==> config.mk <==
export PLATFORM = sky130hd
export DESIGN_NAME = tick_task_timer_table_flat
export DESIGN_NICKNAME = d
export VERILOG_FILES = /design/src/sv/ttt_pkg.sv /design/src/sv/ttt_ifs.sv /design/src/sv/ttt_slot_ram.sv /design/src/sv/ttt_engine.sv /design/src/sv/tick_task_timer_table.sv /design/src/flat_wrapper.sv
export VERILOG_INCLUDE_DIRS = /design/src /design/src/sv
export SDC_FILE = /design/constraint.sdc
export NUM_CORES = 2
export LEC_CHECK = 0
export BUFFER_PORTS_ARGS = -buffer_cell sky130_fd_sc_hd__buf_2
export CAP_MARGIN = 5
export CORE_MARGIN = 2
export CORE_UTILIZATION = 50
export CTS_BUF_LIST = sky130_fd_sc_hd__clkbuf_16
export DETAILED_ROUTE_END_ITERATION = 7
export GPL_ROUTABILITY_DRIVEN = 0
export PLACE_DENSITY = 0.61
export SYNTH_ARGS = -nofsm -noshare
export SYNTH_HDL_FRONTEND = slang
export SYNTH_HIERARCHICAL = 1
export SYNTH_SLANG_ARGS = --single-unit
==> constraint.sdc <==
create_clock -name clk -period 10.3 [get_ports clk]
set_clock_uncertainty 0.1 [all_clocks]
set_input_delay 1.03 -clock clk [delete_from_list [all_inputs] [get_ports clk]]
set_output_delay 1.03 -clock clk [all_outputs]
set_load 0.005 [all_outputs]
==> src/sv/tick_task_timer_table_assert.svh <==
// Assertion macros for the tick task timer table.
`ifndef TICK_TASK_TIMER_TABLE_ASSERT_SVH
`define TICK_TASK_TIMER_TABLE_ASSERT_SVH

`ifndef NO_ASSERTIONS

`define TTT_ASSERT_SAME(lbl, ante, cons) \
    lbl: assert property (@(posedge clk) disable iff (!rst_n) (ante) |-> (cons)) \
        else $error("tick_task_timer_table: assertion failed");

`define TTT_ASSERT_NEXT(lbl, ante, cons) \
    lbl: assert property (@(posedge clk) disable iff (!rst_n) (ante) |=> (cons)) \
        else $error("tick_task_timer_table: assertion failed");

`else

`define TTT_ASSERT_SAME(lbl, ante, cons)

`define TTT_ASSERT_NEXT(lbl, ante, cons)

`endif

`endif

==> src/sv/ttt_pkg.sv <==
// Shared types, codes and constants of the tick task timer table.
`timescale 1ns / 1ps

package ttt_pkg;

    localparam int MAX_TASKS_DEF = 32;

    localparam int MODE_W  = 2;
    localparam int OWNER_W = 4;
    localparam int ID_W    = 32;
    localparam int DELAY_W = 24;
    localparam int TICK_W  = 48;
    localparam int MASK_W  = 16;
    localparam int KIND_W  = 2;

    localparam logic [MASK_W-1:0] MASK_RESET = 16'hFFFF;

    typedef logic [OWNER_W-1:0] owner_t;
    typedef logic [ID_W-1:0]    id_t;
    typedef logic [DELAY_W-1:0] delay_t;
    typedef logic [TICK_W-1:0]  tick_t;
    typedef logic [MASK_W-1:0]  mask_t;

    typedef enum logic [MODE_W-1:0] {
        MODE_SCHED        = 2'd0,
        MODE_CANCEL_ID    = 2'd1,
        MODE_CANCEL_OWNER = 2'd2,
        MODE_TICK         = 2'd3
    } mode_t;

    typedef enum logic [KIND_W-1:0] {
        KIND_SCHED_ACK  = 2'd0,
        KIND_CANCEL_ACK = 2'd1,
        KIND_FIRED      = 2'd2,
        KIND_TICK_END   = 2'd3
    } kind_t;

    typedef struct packed {
        id_t    id;
        owner_t owner;
        tick_t  due;
        delay_t period;
    } slot_t;

    typedef struct packed {
        kind_t kind;
        id_t   id;
        logic  status;
        logic  last;
    } res_t;

endpackage

==> src/sv/ttt_ifs.sv <==
// Request and response channel interfaces of the tick task timer table.
`timescale 1ns / 1ps

interface ttt_req_if;
    logic                         valid;
    logic                         ready;
    logic [ttt_pkg::MODE_W-1:0]   mode;
    logic [ttt_pkg::OWNER_W-1:0]  owner;
    logic [ttt_pkg::ID_W-1:0]     task_id;
    logic [ttt_pkg::DELAY_W-1:0]  delay;
    logic [ttt_pkg::DELAY_W-1:0]  period;

    modport source (output valid, mode, owner, task_id, delay, period, input ready);
    modport sink (input valid, mode, owner, task_id, delay, period, output ready);
endinterface

interface ttt_rsp_if;
    logic                         valid;
    logic                         ready;
    logic [ttt_pkg::KIND_W-1:0]   kind;
    logic [ttt_pkg::ID_W-1:0]     result_id;
    logic                         status;
    logic                         last;

    modport source (output valid, kind, result_id, status, last, input ready);
    modport sink (input valid, kind, result_id, status, last, output ready);
endinterface

==> src/sv/ttt_slot_ram.sv <==
// Slot table memory with one write port and one registered read port.
`timescale 1ns / 1ps

module ttt_slot_ram #(
    parameter int MAX_TASKS = ttt_pkg::MAX_TASKS_DEF,
    localparam int IdxW = (MAX_TASKS > 1) ? $clog2(MAX_TASKS) : 1
) (
    input  logic             clk,
    input  logic             rd_en,
    input  logic [IdxW-1:0]  rd_addr,
    output ttt_pkg::slot_t   rd_data,
    input  logic             wr_en,
    input  logic [IdxW-1:0]  wr_addr,
    input  ttt_pkg::slot_t   wr_data
);

    ttt_pkg::slot_t mem [MAX_TASKS];

    always_ff @(posedge clk)
    begin
        if (wr_en)
        begin
            mem[wr_addr] <= wr_data;
        end
    end

    always_ff @(posedge clk)
    begin
        if (rd_en)
        begin
            rd_data <= mem[rd_addr];
        end
    end

endmodule

==> src/sv/ttt_engine.sv <==
// Request sequencer: free slot search, cancel scan and tick scan over the slot memory.
`timescale 1ns / 1ps

module ttt_engine #(
    parameter int MAX_TASKS = ttt_pkg::MAX_TASKS_DEF,
    localparam int IdxW = (MAX_TASKS > 1) ? $clog2(MAX_TASKS) : 1
) (
    input  logic             clk,
    input  logic             rst_n,
    ttt_req_if.sink          req,
    input  ttt_pkg::mask_t   mask,
    output logic             res_valid,
    input  logic             res_ready,
    output ttt_pkg::res_t    res,
    output logic             rd_en,
    output logic [IdxW-1:0]  rd_addr,
    input  ttt_pkg::slot_t   rd_data,
    output logic             wr_en,
    output logic [IdxW-1:0]  wr_addr,
    output ttt_pkg::slot_t   wr_data
);

    localparam logic [IdxW-1:0] LastIdx = IdxW'(MAX_TASKS - 1);

    typedef enum logic [3:0] {
        ST_IDLE = 4'b0001,
        ST_FIND = 4'b0010,
        ST_SCAN = 4'b0100,
        ST_DONE = 4'b1000
    } state_t;

    state_t                 state_reg, state_next;
    logic [MAX_TASKS-1:0]   valid_reg, valid_next;
    logic [IdxW-1:0]        idx_reg, idx_next;
    logic                   issue_done_reg, issue_done_next;
    logic                   ev_valid_reg, ev_valid_next;
    logic [IdxW-1:0]        ev_idx_reg, ev_idx_next;
    ttt_pkg::tick_t         tick_reg, tick_next;
    ttt_pkg::id_t           next_id_reg, next_id_next;

    ttt_pkg::mode_t         op_mode_reg, op_mode_next;
    ttt_pkg::owner_t        op_owner_reg, op_owner_next;
    ttt_pkg::id_t           op_id_reg, op_id_next;
    ttt_pkg::delay_t        op_delay_reg, op_delay_next;
    ttt_pkg::delay_t        op_period_reg, op_period_next;
    ttt_pkg::res_t          fin_reg, fin_next;

    logic                   accept;
    logic                   ev_live;
    logic                   hit_cancel;
    logic                   fire;
    logic                   stall;
    ttt_pkg::delay_t        delay_eff;

    assign accept    = req.valid && req.ready;
    assign req.ready = (state_reg == ST_IDLE);

    assign ev_live = ev_valid_reg && valid_reg[ev_idx_reg] && (state_reg == ST_SCAN);
    assign hit_cancel = ev_live
        && (((op_mode_reg == ttt_pkg::MODE_CANCEL_ID) && (rd_data.id == op_id_reg))
        || ((op_mode_reg == ttt_pkg::MODE_CANCEL_OWNER) && (rd_data.owner == op_owner_reg)));
    assign fire = ev_live && (op_mode_reg == ttt_pkg::MODE_TICK)
        && (rd_data.due <= tick_reg) && mask[rd_data.owner];
    assign stall = fire && !res_ready;
    assign delay_eff = (op_delay_reg == '0) ? ttt_pkg::delay_t'(1) : op_delay_reg;

    assign res_valid = (state_reg == ST_DONE) || fire;

    always_comb
    begin
        if (state_reg == ST_DONE)
        begin
            res = fin_reg;
        end
        else
        begin
            res.kind   = ttt_pkg::KIND_FIRED;
            res.id     = rd_data.id;
            res.status = 1'b0;
            res.last   = 1'b0;
        end
    end

    always_comb
    begin
        state_next      = state_reg;
        valid_next      = valid_reg;
        idx_next        = idx_reg;
        issue_done_next = issue_done_reg;
        ev_valid_next   = ev_valid_reg;
        ev_idx_next     = ev_idx_reg;
        tick_next       = tick_reg;
        next_id_next    = next_id_reg;
        op_mode_next    = op_mode_reg;
        op_owner_next   = op_owner_reg;
        op_id_next      = op_id_reg;
        op_delay_next   = op_delay_reg;
        op_period_next  = op_period_reg;
        fin_next        = fin_reg;
        rd_en           = 1'b0;
        rd_addr         = idx_reg;
        wr_en           = 1'b0;
        wr_addr         = idx_reg;
        wr_data.id      = next_id_reg;
        wr_data.owner   = op_owner_reg;
        wr_data.due     = tick_reg + ttt_pkg::tick_t'(delay_eff);
        wr_data.period  = op_period_reg;

        unique case (state_reg)
            ST_IDLE:
            begin
                if (accept)
                begin
                    op_mode_next    = ttt_pkg::mode_t'(req.mode);
                    op_owner_next   = req.owner;
                    op_id_next      = req.task_id;
                    op_delay_next   = req.delay;
                    op_period_next  = req.period;
                    idx_next        = '0;
                    issue_done_next = 1'b0;
                    ev_valid_next   = 1'b0;
                    fin_next.status = 1'b0;
                    fin_next.last   = 1'b1;
                    fin_next.id     = '0;
                    unique case (ttt_pkg::mode_t'(req.mode))
                        ttt_pkg::MODE_SCHED:
                        begin
                            fin_next.kind = ttt_pkg::KIND_SCHED_ACK;
                            state_next    = ST_FIND;
                        end
                        ttt_pkg::MODE_CANCEL_ID:
                        begin
                            fin_next.kind = ttt_pkg::KIND_CANCEL_ACK;
                            fin_next.id   = req.task_id;
                            state_next    = ST_SCAN;
                        end
                        ttt_pkg::MODE_CANCEL_OWNER:
                        begin
                            fin_next.kind = ttt_pkg::KIND_CANCEL_ACK;
                            state_next    = ST_SCAN;
                        end
                        ttt_pkg::MODE_TICK:
                        begin
                            fin_next.kind = ttt_pkg::KIND_TICK_END;
                            tick_next     = tick_reg + ttt_pkg::tick_t'(1);
                            state_next    = ST_SCAN;
                        end
                        default:
                        begin
                            state_next = ST_IDLE;
                        end
                    endcase
                end
            end
            ST_FIND:
            begin
                if (!valid_reg[idx_reg])
                begin
                    wr_en               = 1'b1;
                    valid_next[idx_reg] = 1'b1;
                    fin_next.id         = next_id_reg;
                    next_id_next        = next_id_reg + ttt_pkg::id_t'(1);
                    state_next          = ST_DONE;
                end
                else if (idx_reg == LastIdx)
                begin
                    fin_next.status = 1'b1;
                    state_next      = ST_DONE;
                end
                else
                begin
                    idx_next = idx_reg + IdxW'(1);
                end
            end
            ST_SCAN:
            begin
                if (!stall)
                begin
                    if (hit_cancel)
                    begin
                        valid_next[ev_idx_reg] = 1'b0;
                    end
                    if (fire)
                    begin
                        if (rd_data.period == '0)
                        begin
                            valid_next[ev_idx_reg] = 1'b0;
                        end
                        else
                        begin
                            wr_en          = 1'b1;
                            wr_addr        = ev_idx_reg;
                            wr_data.id     = rd_data.id;
                            wr_data.owner  = rd_data.owner;
                            wr_data.due    = tick_reg + ttt_pkg::tick_t'(rd_data.period);
                            wr_data.period = rd_data.period;
                        end
                    end
                    ev_valid_next = !issue_done_reg;
                    ev_idx_next   = idx_reg;
                    if (!issue_done_reg)
                    begin
                        rd_en = 1'b1;
                        if (idx_reg == LastIdx)
                        begin
                            issue_done_next = 1'b1;
                        end
                        else
                        begin
                            idx_next = idx_reg + IdxW'(1);
                        end
                    end
                    else if (!ev_valid_reg)
                    begin
                        state_next = ST_DONE;
                    end
                end
            end
            ST_DONE:
            begin
                if (res_ready)
                begin
                    state_next = ST_IDLE;
                end
            end
            default:
            begin
                state_next = ST_IDLE;
            end
        endcase
    end

    always_ff @(posedge clk or negedge rst_n)
    begin
        if (!rst_n)
        begin
            state_reg      <= ST_IDLE;
            valid_reg      <= '0;
            idx_reg        <= '0;
            issue_done_reg <= 1'b0;
            ev_valid_reg   <= 1'b0;
            ev_idx_reg     <= '0;
            tick_reg       <= '0;
            next_id_reg    <= '0;
        end
        else
        begin
            state_reg      <= state_next;
            valid_reg      <= valid_next;
            idx_reg        <= idx_next;
            issue_done_reg <= issue_done_next;
            ev_valid_reg   <= ev_valid_next;
            ev_idx_reg     <= ev_idx_next;
            tick_reg       <= tick_next;
            next_id_reg    <= next_id_next;
        end
    end

    always_ff @(posedge clk)
    begin
        op_mode_reg   <= op_mode_next;
        op_owner_reg  <= op_owner_next;
        op_id_reg     <= op_id_next;
        op_delay_reg  <= op_delay_next;
        op_period_reg <= op_period_next;
        fin_reg       <= fin_next;
    end

endmodule

==> src/sv/tick_task_timer_table.sv <==
// Top level of the tick task timer table: enable mask, slot memory, sequencer, result register.
`timescale 1ns / 1ps
`include "tick_task_timer_table_assert.svh"

// The block keeps MAX_TASKS timed tasks and takes one request at a time on req:
// schedule, cancel by id, cancel by owner, or tick. Results leave on rsp, and
// every request ends with exactly one result that has last set.
// Schedule searches the valid bits one slot per cycle, then sends its acknowledge
// through the output register to rsp.
// Cancel and tick walk the slot memory one entry per cycle through its single
// read port, unless the receiver stalls a fired result; a tick emits one fired
// result per due task whose owner is enabled in the mask, in ascending slot
// order, then a tick end result.
// A new request is taken only when the previous one has handed its last result
// to the output register, so a waiting result does not block the next transfer.
// When the receiver stalls, the output register holds its result and the scan
// pauses on the next task that is due to fire.
// The user must write the owner enable mask through cfg_wr_en and cfg_wr_data only while the
// block is idle; the block does not enforce this. Reset clears the valid bits, the tick count
// and the id counter and sets the mask to all ones; the slot memory itself is not cleared.
module tick_task_timer_table #(
    parameter int MAX_TASKS = ttt_pkg::MAX_TASKS_DEF
) (
    input  logic                         clk,
    input  logic                         rst_n,
    ttt_req_if.sink                      req,
    ttt_rsp_if.source                    rsp,
    input  logic                         cfg_wr_en,
    input  logic [ttt_pkg::MASK_W-1:0]   cfg_wr_data
);

    localparam int IdxW = (MAX_TASKS > 1) ? $clog2(MAX_TASKS) : 1;

    ttt_pkg::mask_t   mask_reg;
    logic             out_valid_reg;
    ttt_pkg::res_t    out_reg;

    logic             res_valid;
    logic             res_ready;
    ttt_pkg::res_t    res;
    logic             rd_en;
    logic [IdxW-1:0]  rd_addr;
    ttt_pkg::slot_t   rd_data;
    logic             wr_en;
    logic [IdxW-1:0]  wr_addr;
    ttt_pkg::slot_t   wr_data;

    ttt_engine #(
        .MAX_TASKS (MAX_TASKS)
    ) u_engine (
        .clk       (clk),
        .rst_n     (rst_n),
        .req       (req),
        .mask      (mask_reg),
        .res_valid (res_valid),
        .res_ready (res_ready),
        .res       (res),
        .rd_en     (rd_en),
        .rd_addr   (rd_addr),
        .rd_data   (rd_data),
        .wr_en     (wr_en),
        .wr_addr   (wr_addr),
        .wr_data   (wr_data)
    );

    ttt_slot_ram #(
        .MAX_TASKS (MAX_TASKS)
    ) u_slot_ram (
        .clk     (clk),
        .rd_en   (rd_en),
        .rd_addr (rd_addr),
        .rd_data (rd_data),
        .wr_en   (wr_en),
        .wr_addr (wr_addr),
        .wr_data (wr_data)
    );

    assign res_ready = !out_valid_reg || rsp.ready;

    always_ff @(posedge clk or negedge rst_n)
    begin
        if (!rst_n)
        begin
            mask_reg      <= ttt_pkg::MASK_RESET;
            out_valid_reg <= 1'b0;
        end
        else
        begin
            if (cfg_wr_en)
            begin
                mask_reg <= cfg_wr_data;
            end
            if (res_ready)
            begin
                out_valid_reg <= res_valid;
            end
        end
    end

    always_ff @(posedge clk)
    begin
        if (res_valid && res_ready)
        begin
            out_reg <= res;
        end
    end

    assign rsp.valid     = out_valid_reg;
    assign rsp.kind      = out_reg.kind;
    assign rsp.result_id = out_reg.id;
    assign rsp.status    = out_reg.status;
    assign rsp.last      = out_reg.last;

    `TTT_ASSERT_NEXT(a_busy_after_accept, req.valid && req.ready, !req.ready)
    `TTT_ASSERT_SAME(a_no_result_when_idle, req.ready, !res_valid)
    `TTT_ASSERT_NEXT(a_result_lands, res_valid && res_ready, rsp.valid)
    `TTT_ASSERT_SAME(a_ack_is_last, rsp.valid && (rsp.kind != ttt_pkg::KIND_FIRED), rsp.last)

endmodule
==> src/flat_wrapper.sv <==
// flat-port wrapper written by rule: the top's interface ports become plain ports
module tick_task_timer_table_flat 
#(
    parameter int MAX_TASKS = ttt_pkg::MAX_TASKS_DEF
)
  (clk, rst_n, cfg_wr_en, cfg_wr_data, req_valid, req_mode, req_owner, req_task_id, req_delay, req_period, req_ready, rsp_valid, rsp_kind, rsp_result_id, rsp_status, rsp_last, rsp_ready);
  ttt_req_if req_i ();
  ttt_rsp_if rsp_i ();
  input  logic clk;
  input  logic rst_n;
  input  logic cfg_wr_en;
  input  logic [ttt_pkg::MASK_W-1:0] cfg_wr_data;
  input wire logic [$bits(req_i.valid)-1:0] req_valid;
  input wire logic [$bits(req_i.mode)-1:0] req_mode;
  input wire logic [$bits(req_i.owner)-1:0] req_owner;
  input wire logic [$bits(req_i.task_id)-1:0] req_task_id;
  input wire logic [$bits(req_i.delay)-1:0] req_delay;
  input wire logic [$bits(req_i.period)-1:0] req_period;
  output wire logic [$bits(req_i.ready)-1:0] req_ready;
  output wire logic [$bits(rsp_i.valid)-1:0] rsp_valid;
  output wire logic [$bits(rsp_i.kind)-1:0] rsp_kind;
  output wire logic [$bits(rsp_i.result_id)-1:0] rsp_result_id;
  output wire logic [$bits(rsp_i.status)-1:0] rsp_status;
  output wire logic [$bits(rsp_i.last)-1:0] rsp_last;
  input wire logic [$bits(rsp_i.ready)-1:0] rsp_ready;
  assign req_i.valid = req_valid;
  assign req_i.mode = req_mode;
  assign req_i.owner = req_owner;
  assign req_i.task_id = req_task_id;
  assign req_i.delay = req_delay;
  assign req_i.period = req_period;
  assign req_ready = req_i.ready;
  assign rsp_valid = rsp_i.valid;
  assign rsp_kind = rsp_i.kind;
  assign rsp_result_id = rsp_i.result_id;
  assign rsp_status = rsp_i.status;
  assign rsp_last = rsp_i.last;
  assign rsp_i.ready = rsp_ready;
  tick_task_timer_table #(.MAX_TASKS(MAX_TASKS)) u_core (.clk(clk), .rst_n(rst_n), .req(req_i), .rsp(rsp_i), .cfg_wr_en(cfg_wr_en), .cfg_wr_data(cfg_wr_data));
endmodule
---- Word-level counts from Yosys, hierarchy flattened ----
Memories as Yosys holds them, arrays and structs flattened. A register that Yosys moved wholly into a read port is not among the register bits.
Index checks and enable logic that the tools add are counted.
storage, ports and cells
  output and inout port bits .............. 38
  memories ................................ 1
  logic and storage cells ................. 168
  RAM bits ................................ 3,456
  bits in registers ....................... 302
operators by class
  add/subtract/negate cells ............... 5
  equal/unequal tests ..................... 23
  bitwise gates (word level) .............. 6
  mux-type cells .......................... 67
  order comparisons ....................... 6
  reduce and logical (&&, ||, !) cells .... 38
memories
  memory                 words  width  rd ports  clocked after Yosys merged registers in  wr ports  RTL line            RTL
  u_core.u_slot_ram.mem  32     108    1         1                                        1         ttt_slot_ram.sv:17  ttt_pkg::slot_t mem [MAX_TASKS];
operators by type and width
  operator                 count
  $mux W108                4
  $mux W32                 9
  $add A48 B24 Y48         2
  $mux W34                 2
  $pmux W33 S2             1
  $and A32 B32 Y32         2
  $pmux W32 S2             1
  $add A48 B1 Y48 const B  1
  $le A48 B48 Y1           1
  $logic_not A24 Y1        2
  $mux W5                  9
  $add A32 B1 Y32 const B  1
  $eq A32 B32 Y1           1
  $not A32 Y32             1
  $or A32 B32 Y32          1
  $mux W4                  7
  $mux W24                 1
  $mux W1                  21
  $pmux W4 S4              1
  $pmux W5 S3              1
  $ne A2 B2 Y1 const B     7
  $logic_and A1 B1 Y1      13
  $lt A5 B6 Y1 const B     2
  $reduce_and A3 Y1        4
  31 further kinds         50

---- Longest topological paths before layout ----
  depth in word-level cells ............... 15
  mapped depth ............................ 16
  mapped depth without buffers ............ 14

---- Cells and area by module ----
Netlist, hierarchy kept.
modules (own cells, without submodules)
  module                 cells an instance  instances  area an instance (µm²)  seq. area each (µm²)
  ttt_slot_ram           6,294              1          134,437.7               107,022.6
  ttt_engine             1,838              1          16,447.0                6,837.8
  tick_task_timer_table  74                 1          1,794.2                 1,526.5

---- Worst setup path before layout ----
Ideal clock, no wire load.
  kind .................................... reg2reg
  start ................................... register u_core.u_engine.tick_reg[24]
  end ..................................... memory u_core/u_slot_ram/mem[12][0] in the netlist's numbering (enable)
  data arrival time ....................... 8,471 ps
  path buffers ............................ 4
  clock period less this slack ............ 9,147 ps
  slack ................................... 1,153 ps
  cell stages (with the launch flop) ...... 16
  cell sequence ........................... dfrtp_1 clkbuf_1 inv_1 ha_1 nand4_1 or2_1 or3_1 or3_1 mux2_4 a2111oi_4 buf_4 clkbuf_1 o21ai_0 or3b_2 clkbuf_1 nor2_1
on the way
  elaborated cells between the ends (all ways) .. 12
RTL lines
  item                                                   RTL line                             RTL
  start: declaration                                     ttt_engine.sv:38                     ttt_pkg::tick_t tick_reg, tick_next;
  start signal: assignment                               ttt_engine.sv:254                    tick_reg <= tick_next;
  $le A48 B48 Y1 (*)                                     ttt_engine.sv:63                     && (rd_data.due <= tick_reg) && mask[rd_data.owner];
  $logic_and A1 B1 Y1 (*) (2 in series)                  ttt_engine.sv:63
  $mux W5 / $logic_and A1 B1 Y1 (equally long branches)  ttt_engine.sv:183, ttt_engine.sv:64
  $mux W5 (*)                                            ttt_engine.sv:177                    if (!stall)
  $mux W5 (*)                                            ttt_engine.sv:109                    unique case (state_reg)
  named net u_core.wr_addr[1]                            tick_task_timer_table.sv:45          logic [IdxW-1:0] wr_addr;
  end: declaration                                       ttt_slot_ram.sv:17
Mark *: on every way through the listed nets, which the timed path passes. The rest lies on a longest branch.

---- Final worst setup path ----
  start ................................... register u_core.u_engine.tick_reg[24]
  end ..................................... memory u_core/u_slot_ram/mem[3][85] in the netlist's numbering (enable)
Same word-level chain as after synthesis.

==> run_results.csv <==
group,metric,value,unit
run_status,status,"finished, final reports clean",
timing,fin_crit,7080,ps
worst_hold_path,hold_path.class,"in -> reg",
logic_synthesis,synth_ff_type,"edfxtp_1",
pwr,ir_drop,0.157,mV
final_layout,fin_util,0.568,
flow_run,drv_cap,0,
clocking,clkTransAtPathRegs,60,ps
timing,finalSetupViolCount,0,
drt,via_per_inst,6.46,
floorplan,dieArea,310000,um^2
drt,drc,0,
grt,grt_pass1_vias,82400,
logic_synthesis,syn-num-nets,8418,
timing,relSlewSlack,0.0449,
final_layout,areaGrowthSynthToFinish,12.8,%
worst_setup_path,crit_arrival,7530,ps
worst_setup_path,start_kind,"flip-flop",
final_layout,layout.cells.non_filler,12900,
grt,grt_pass1_wl,637000,um
placed_design,dp_cells,12100,
worst_setup_path,crit_path_max_fanout,37,
final_layout,drive_above_1_share,0.178,
timing,fin_crit_sh,0.687,
floorplan,row_count,202,
floorplan,start_util,0.503,
timing,tns,0,ps
logic_synthesis,synth_cells,8206,
worst_setup_path,r2r_setup_slack,3220,ps
timing,max_clock_freq,141,MHz
logic_synthesis,syn-cell-area,153000,um^2
floorplan,die_w,557,um
final_layout,fin_area,172000,um^2
floorplan,die_y,557,um
logic_synthesis,synth_seq_cells,3866,
logic_synthesis,yosys_warnings,6,
grt,grt_max_degree,116,
clocking,worstSkewPairLatency,980,ps
drt,drt-met1-wl,177000,um
clocking,clkSinkCount,3866,
floorplan,core,303000,um^2
drt,dr_wl_met3,39400,um
clocking,cts_buffers,397,
final_layout,largest_register_ffs,3456,
logic_synthesis,async_reset_ff_frac,0.0375,
placed_design,io_buffer_count,144,
logic_synthesis,ys_seq_area_frac,0.756,
drt,wl_met2,217000,um
pwr,p_per_area,217,nW/um^2
grt,gr-total-overflow,0,
grt,antenna_found_initial,24,
timing,rsz0062_at_grt,"false",
final_layout,final_nets,8755,
clocking,clockBufferDepth,4,
clocking,cts_root_buf,"clkbuf_16",
floorplan,ios,145,
placed_design,dpl-instance-area,159000,um^2
clocking,htree_levels,5,
drt,ant_nets,0,
drt,routed_wl,456000,um
timing,drv_slew,0,
logic_synthesis,synth_area_per_cell,18.6,um^2
pwr,leakagePower,56.4,nW
drt,drt_iter0_markers,10700,
timing,worst_pin_slew,1430,ps
drt,wl_per_cell,35.4,um
clocking,ctsResizeCount,0,
drt,drt_first_pass_iters,7,
timing,hold_viol,0,
clocking,cts_tree,"built",
logic_synthesis,synth_edf_count,3721,
worst_setup_path,crit_required,10750,ps
logic_synthesis,synth_cell_types,81,
grt,track_usage,0.293,
worst_setup_path,worstSetupPathType,"reg -> reg",
drt,route.top_layer_used,"met5",
placed_design,detailed_place_hpwl,257000,um
worst_setup_path,end_kind,"flip-flop",
drt,dr_total_vias,83100,
-- worst max-delay path, cell delays in order (launching register included) --
cell and delay, ps:
dfrtp_1 530, inv_1 230, ha_1 330, nand4_1 140, or2_1 250, or3_1 420, or3_1 380, mux2_4 330
a2111oi_4 460, buf_4 400, nand2_1 80, o21ai_0 190, nand3_1 700, nor2_4 1170, buf_4 790
-- metrics by stage --
step	power [mW]	hold WS [ps]	setup slack [ps]
after floorplan	21.5	366	1150
after global placement	23.4	397	3440
after detailed placement	23.4	403	3310
after CTS	37.5	53.3	3250
after global routing	38.4	78.3	2910
final	37.4	125	3220
-- final timing paths --
path	depth (start not counted)	to	from
hold reg to reg	2	u_core/rsp.result_id[11]	u_core/u_engine/fin_reg[13]
setup reg to reg	14	u_core/u_slot_ram/mem[3][85]	u_core/u_engine/tick_reg[24]
min in group asynchronous	2	u_core/u_engine/tick_reg[0]	rst_n
hold / removal	1	u_core/u_engine/op_delay_reg[8]	req_delay[8]
setup / recovery	14	u_core/u_slot_ram/mem[3][85]	u_core/u_engine/tick_reg[24]
max in group asynchronous	3	u_core/u_engine/next_id_reg[14]	rst_n
-- layer usage --
metal  up-vias  GRT usage
met5         -          0
met4         8      0.122
met3       857     0.0441
met2      4401      0.469
met1     43900      0.403
li1      33900          -
-- layout by cell type (no fill, tap or decap), types with 24 or more instances in the layout --
cell type / Yosys / routed
a21oi_1: 144 / 140
a22o_1: 59 / 59
a22oi_1: 574 / 574
a31oi_1: 64 / 64
buf_12: 1 / 28
buf_2: 141 / 143
buf_4: 59 / 207
bufinv_16: 0 / 40
clkbuf_16: 0 / 397
clkinv_1: 2 / 95
clkinv_2: 0 / 71
dfrtp_1: 128 / 123
edfxtp_1: 3721 / 3721
ha_1: 103 / 103
inv_1: 78 / 159
mux2i_1: 878 / 877
mux4_2: 446 / 446
nand2_1: 468 / 466
nand3_1: 268 / 267
nand4_1: 92 / 92
nor2_1: 106 / 66
nor2_4: 0 / 40
nor3_1: 37 / 33
o21ai_0: 96 / 78
xnor2_1: 153 / 129
xor2_1: 24 / 24
-- power breakdown --
part	switching [mW]	internal [mW]	leakage (nW)
combinational	3.18	1.41	11.7
clock	6.16	8.06	6.61
sequential	0.320	18.2	38.1
total	9.66	27.7	56.4
-- final cells by class --
cell class                      count  area, um^2
Clock inverter                    335        3040
Antenna cell                        6        15.0
Timing Repair Buffer              384        2910
Clock buffer                      397        9930
Inverter                           80         305
Fill cell                       22800      131000
Tap cell                         3978        4980
Multi-Input combinational cell   3814       35600
Sequential cell                  3866      115000
-- repair_timing --
item / CTS / global route
endpoints found under the hold margin: 2 / 0
setup buffers: 0 / 0
hold buffers: 1 / 0
-- cell usage after synthesis (18+ instances only) --
library cell / count / area [um^2]
a31oi_1: 64 / 400
o21ai_0: 96 / 480
nor4_1: 24 / 150
xnor2_1: 153 / 1340
a21oi_1: 144 / 721
xor2_1: 24 / 210
and3_1: 24 / 150
nand3_1: 268 / 1340
mux4_2: 446 / 10000
a22oi_1: 574 / 4310
buf_1: 18 / 67.6
buf_2: 141 / 706
a22o_1: 59 / 517
clkbuf_1: 213 / 800
dfrtp_1: 128 / 3200
nor2_1: 106 / 398
nor3_1: 37 / 185
inv_1: 78 / 293
nand4_1: 92 / 576
nand2_1: 468 / 1760
mux2i_1: 878 / 8790
nand2b_1: 19 / 119
buf_4: 59 / 443
nor2b_1: 21 / 131
edfxtp_1: 3721 / 112000
ha_1: 103 / 1290
-- kinds of logic (layout without fill, tap and decap cells) --
group | after synthesis | in the layout | share of synthesized area
adders and majority gates | 105 | 105 | 0.00870
buffers and inverters | 526 | 1196 | 0.0163
and+or+nand+nor | 1142 | 1142 | 0.0359
other | 0 | 6 | 0
muxes | 1347 | 1347 | 0.125
DFF | 3866 | 3866 | 0.756
AOI/OAI and AO/OA | 1043 | 1043 | 0.0479
xor gates and xnor gates | 177 | 177 | 0.0102
Power figures use the tool's default switching activity.
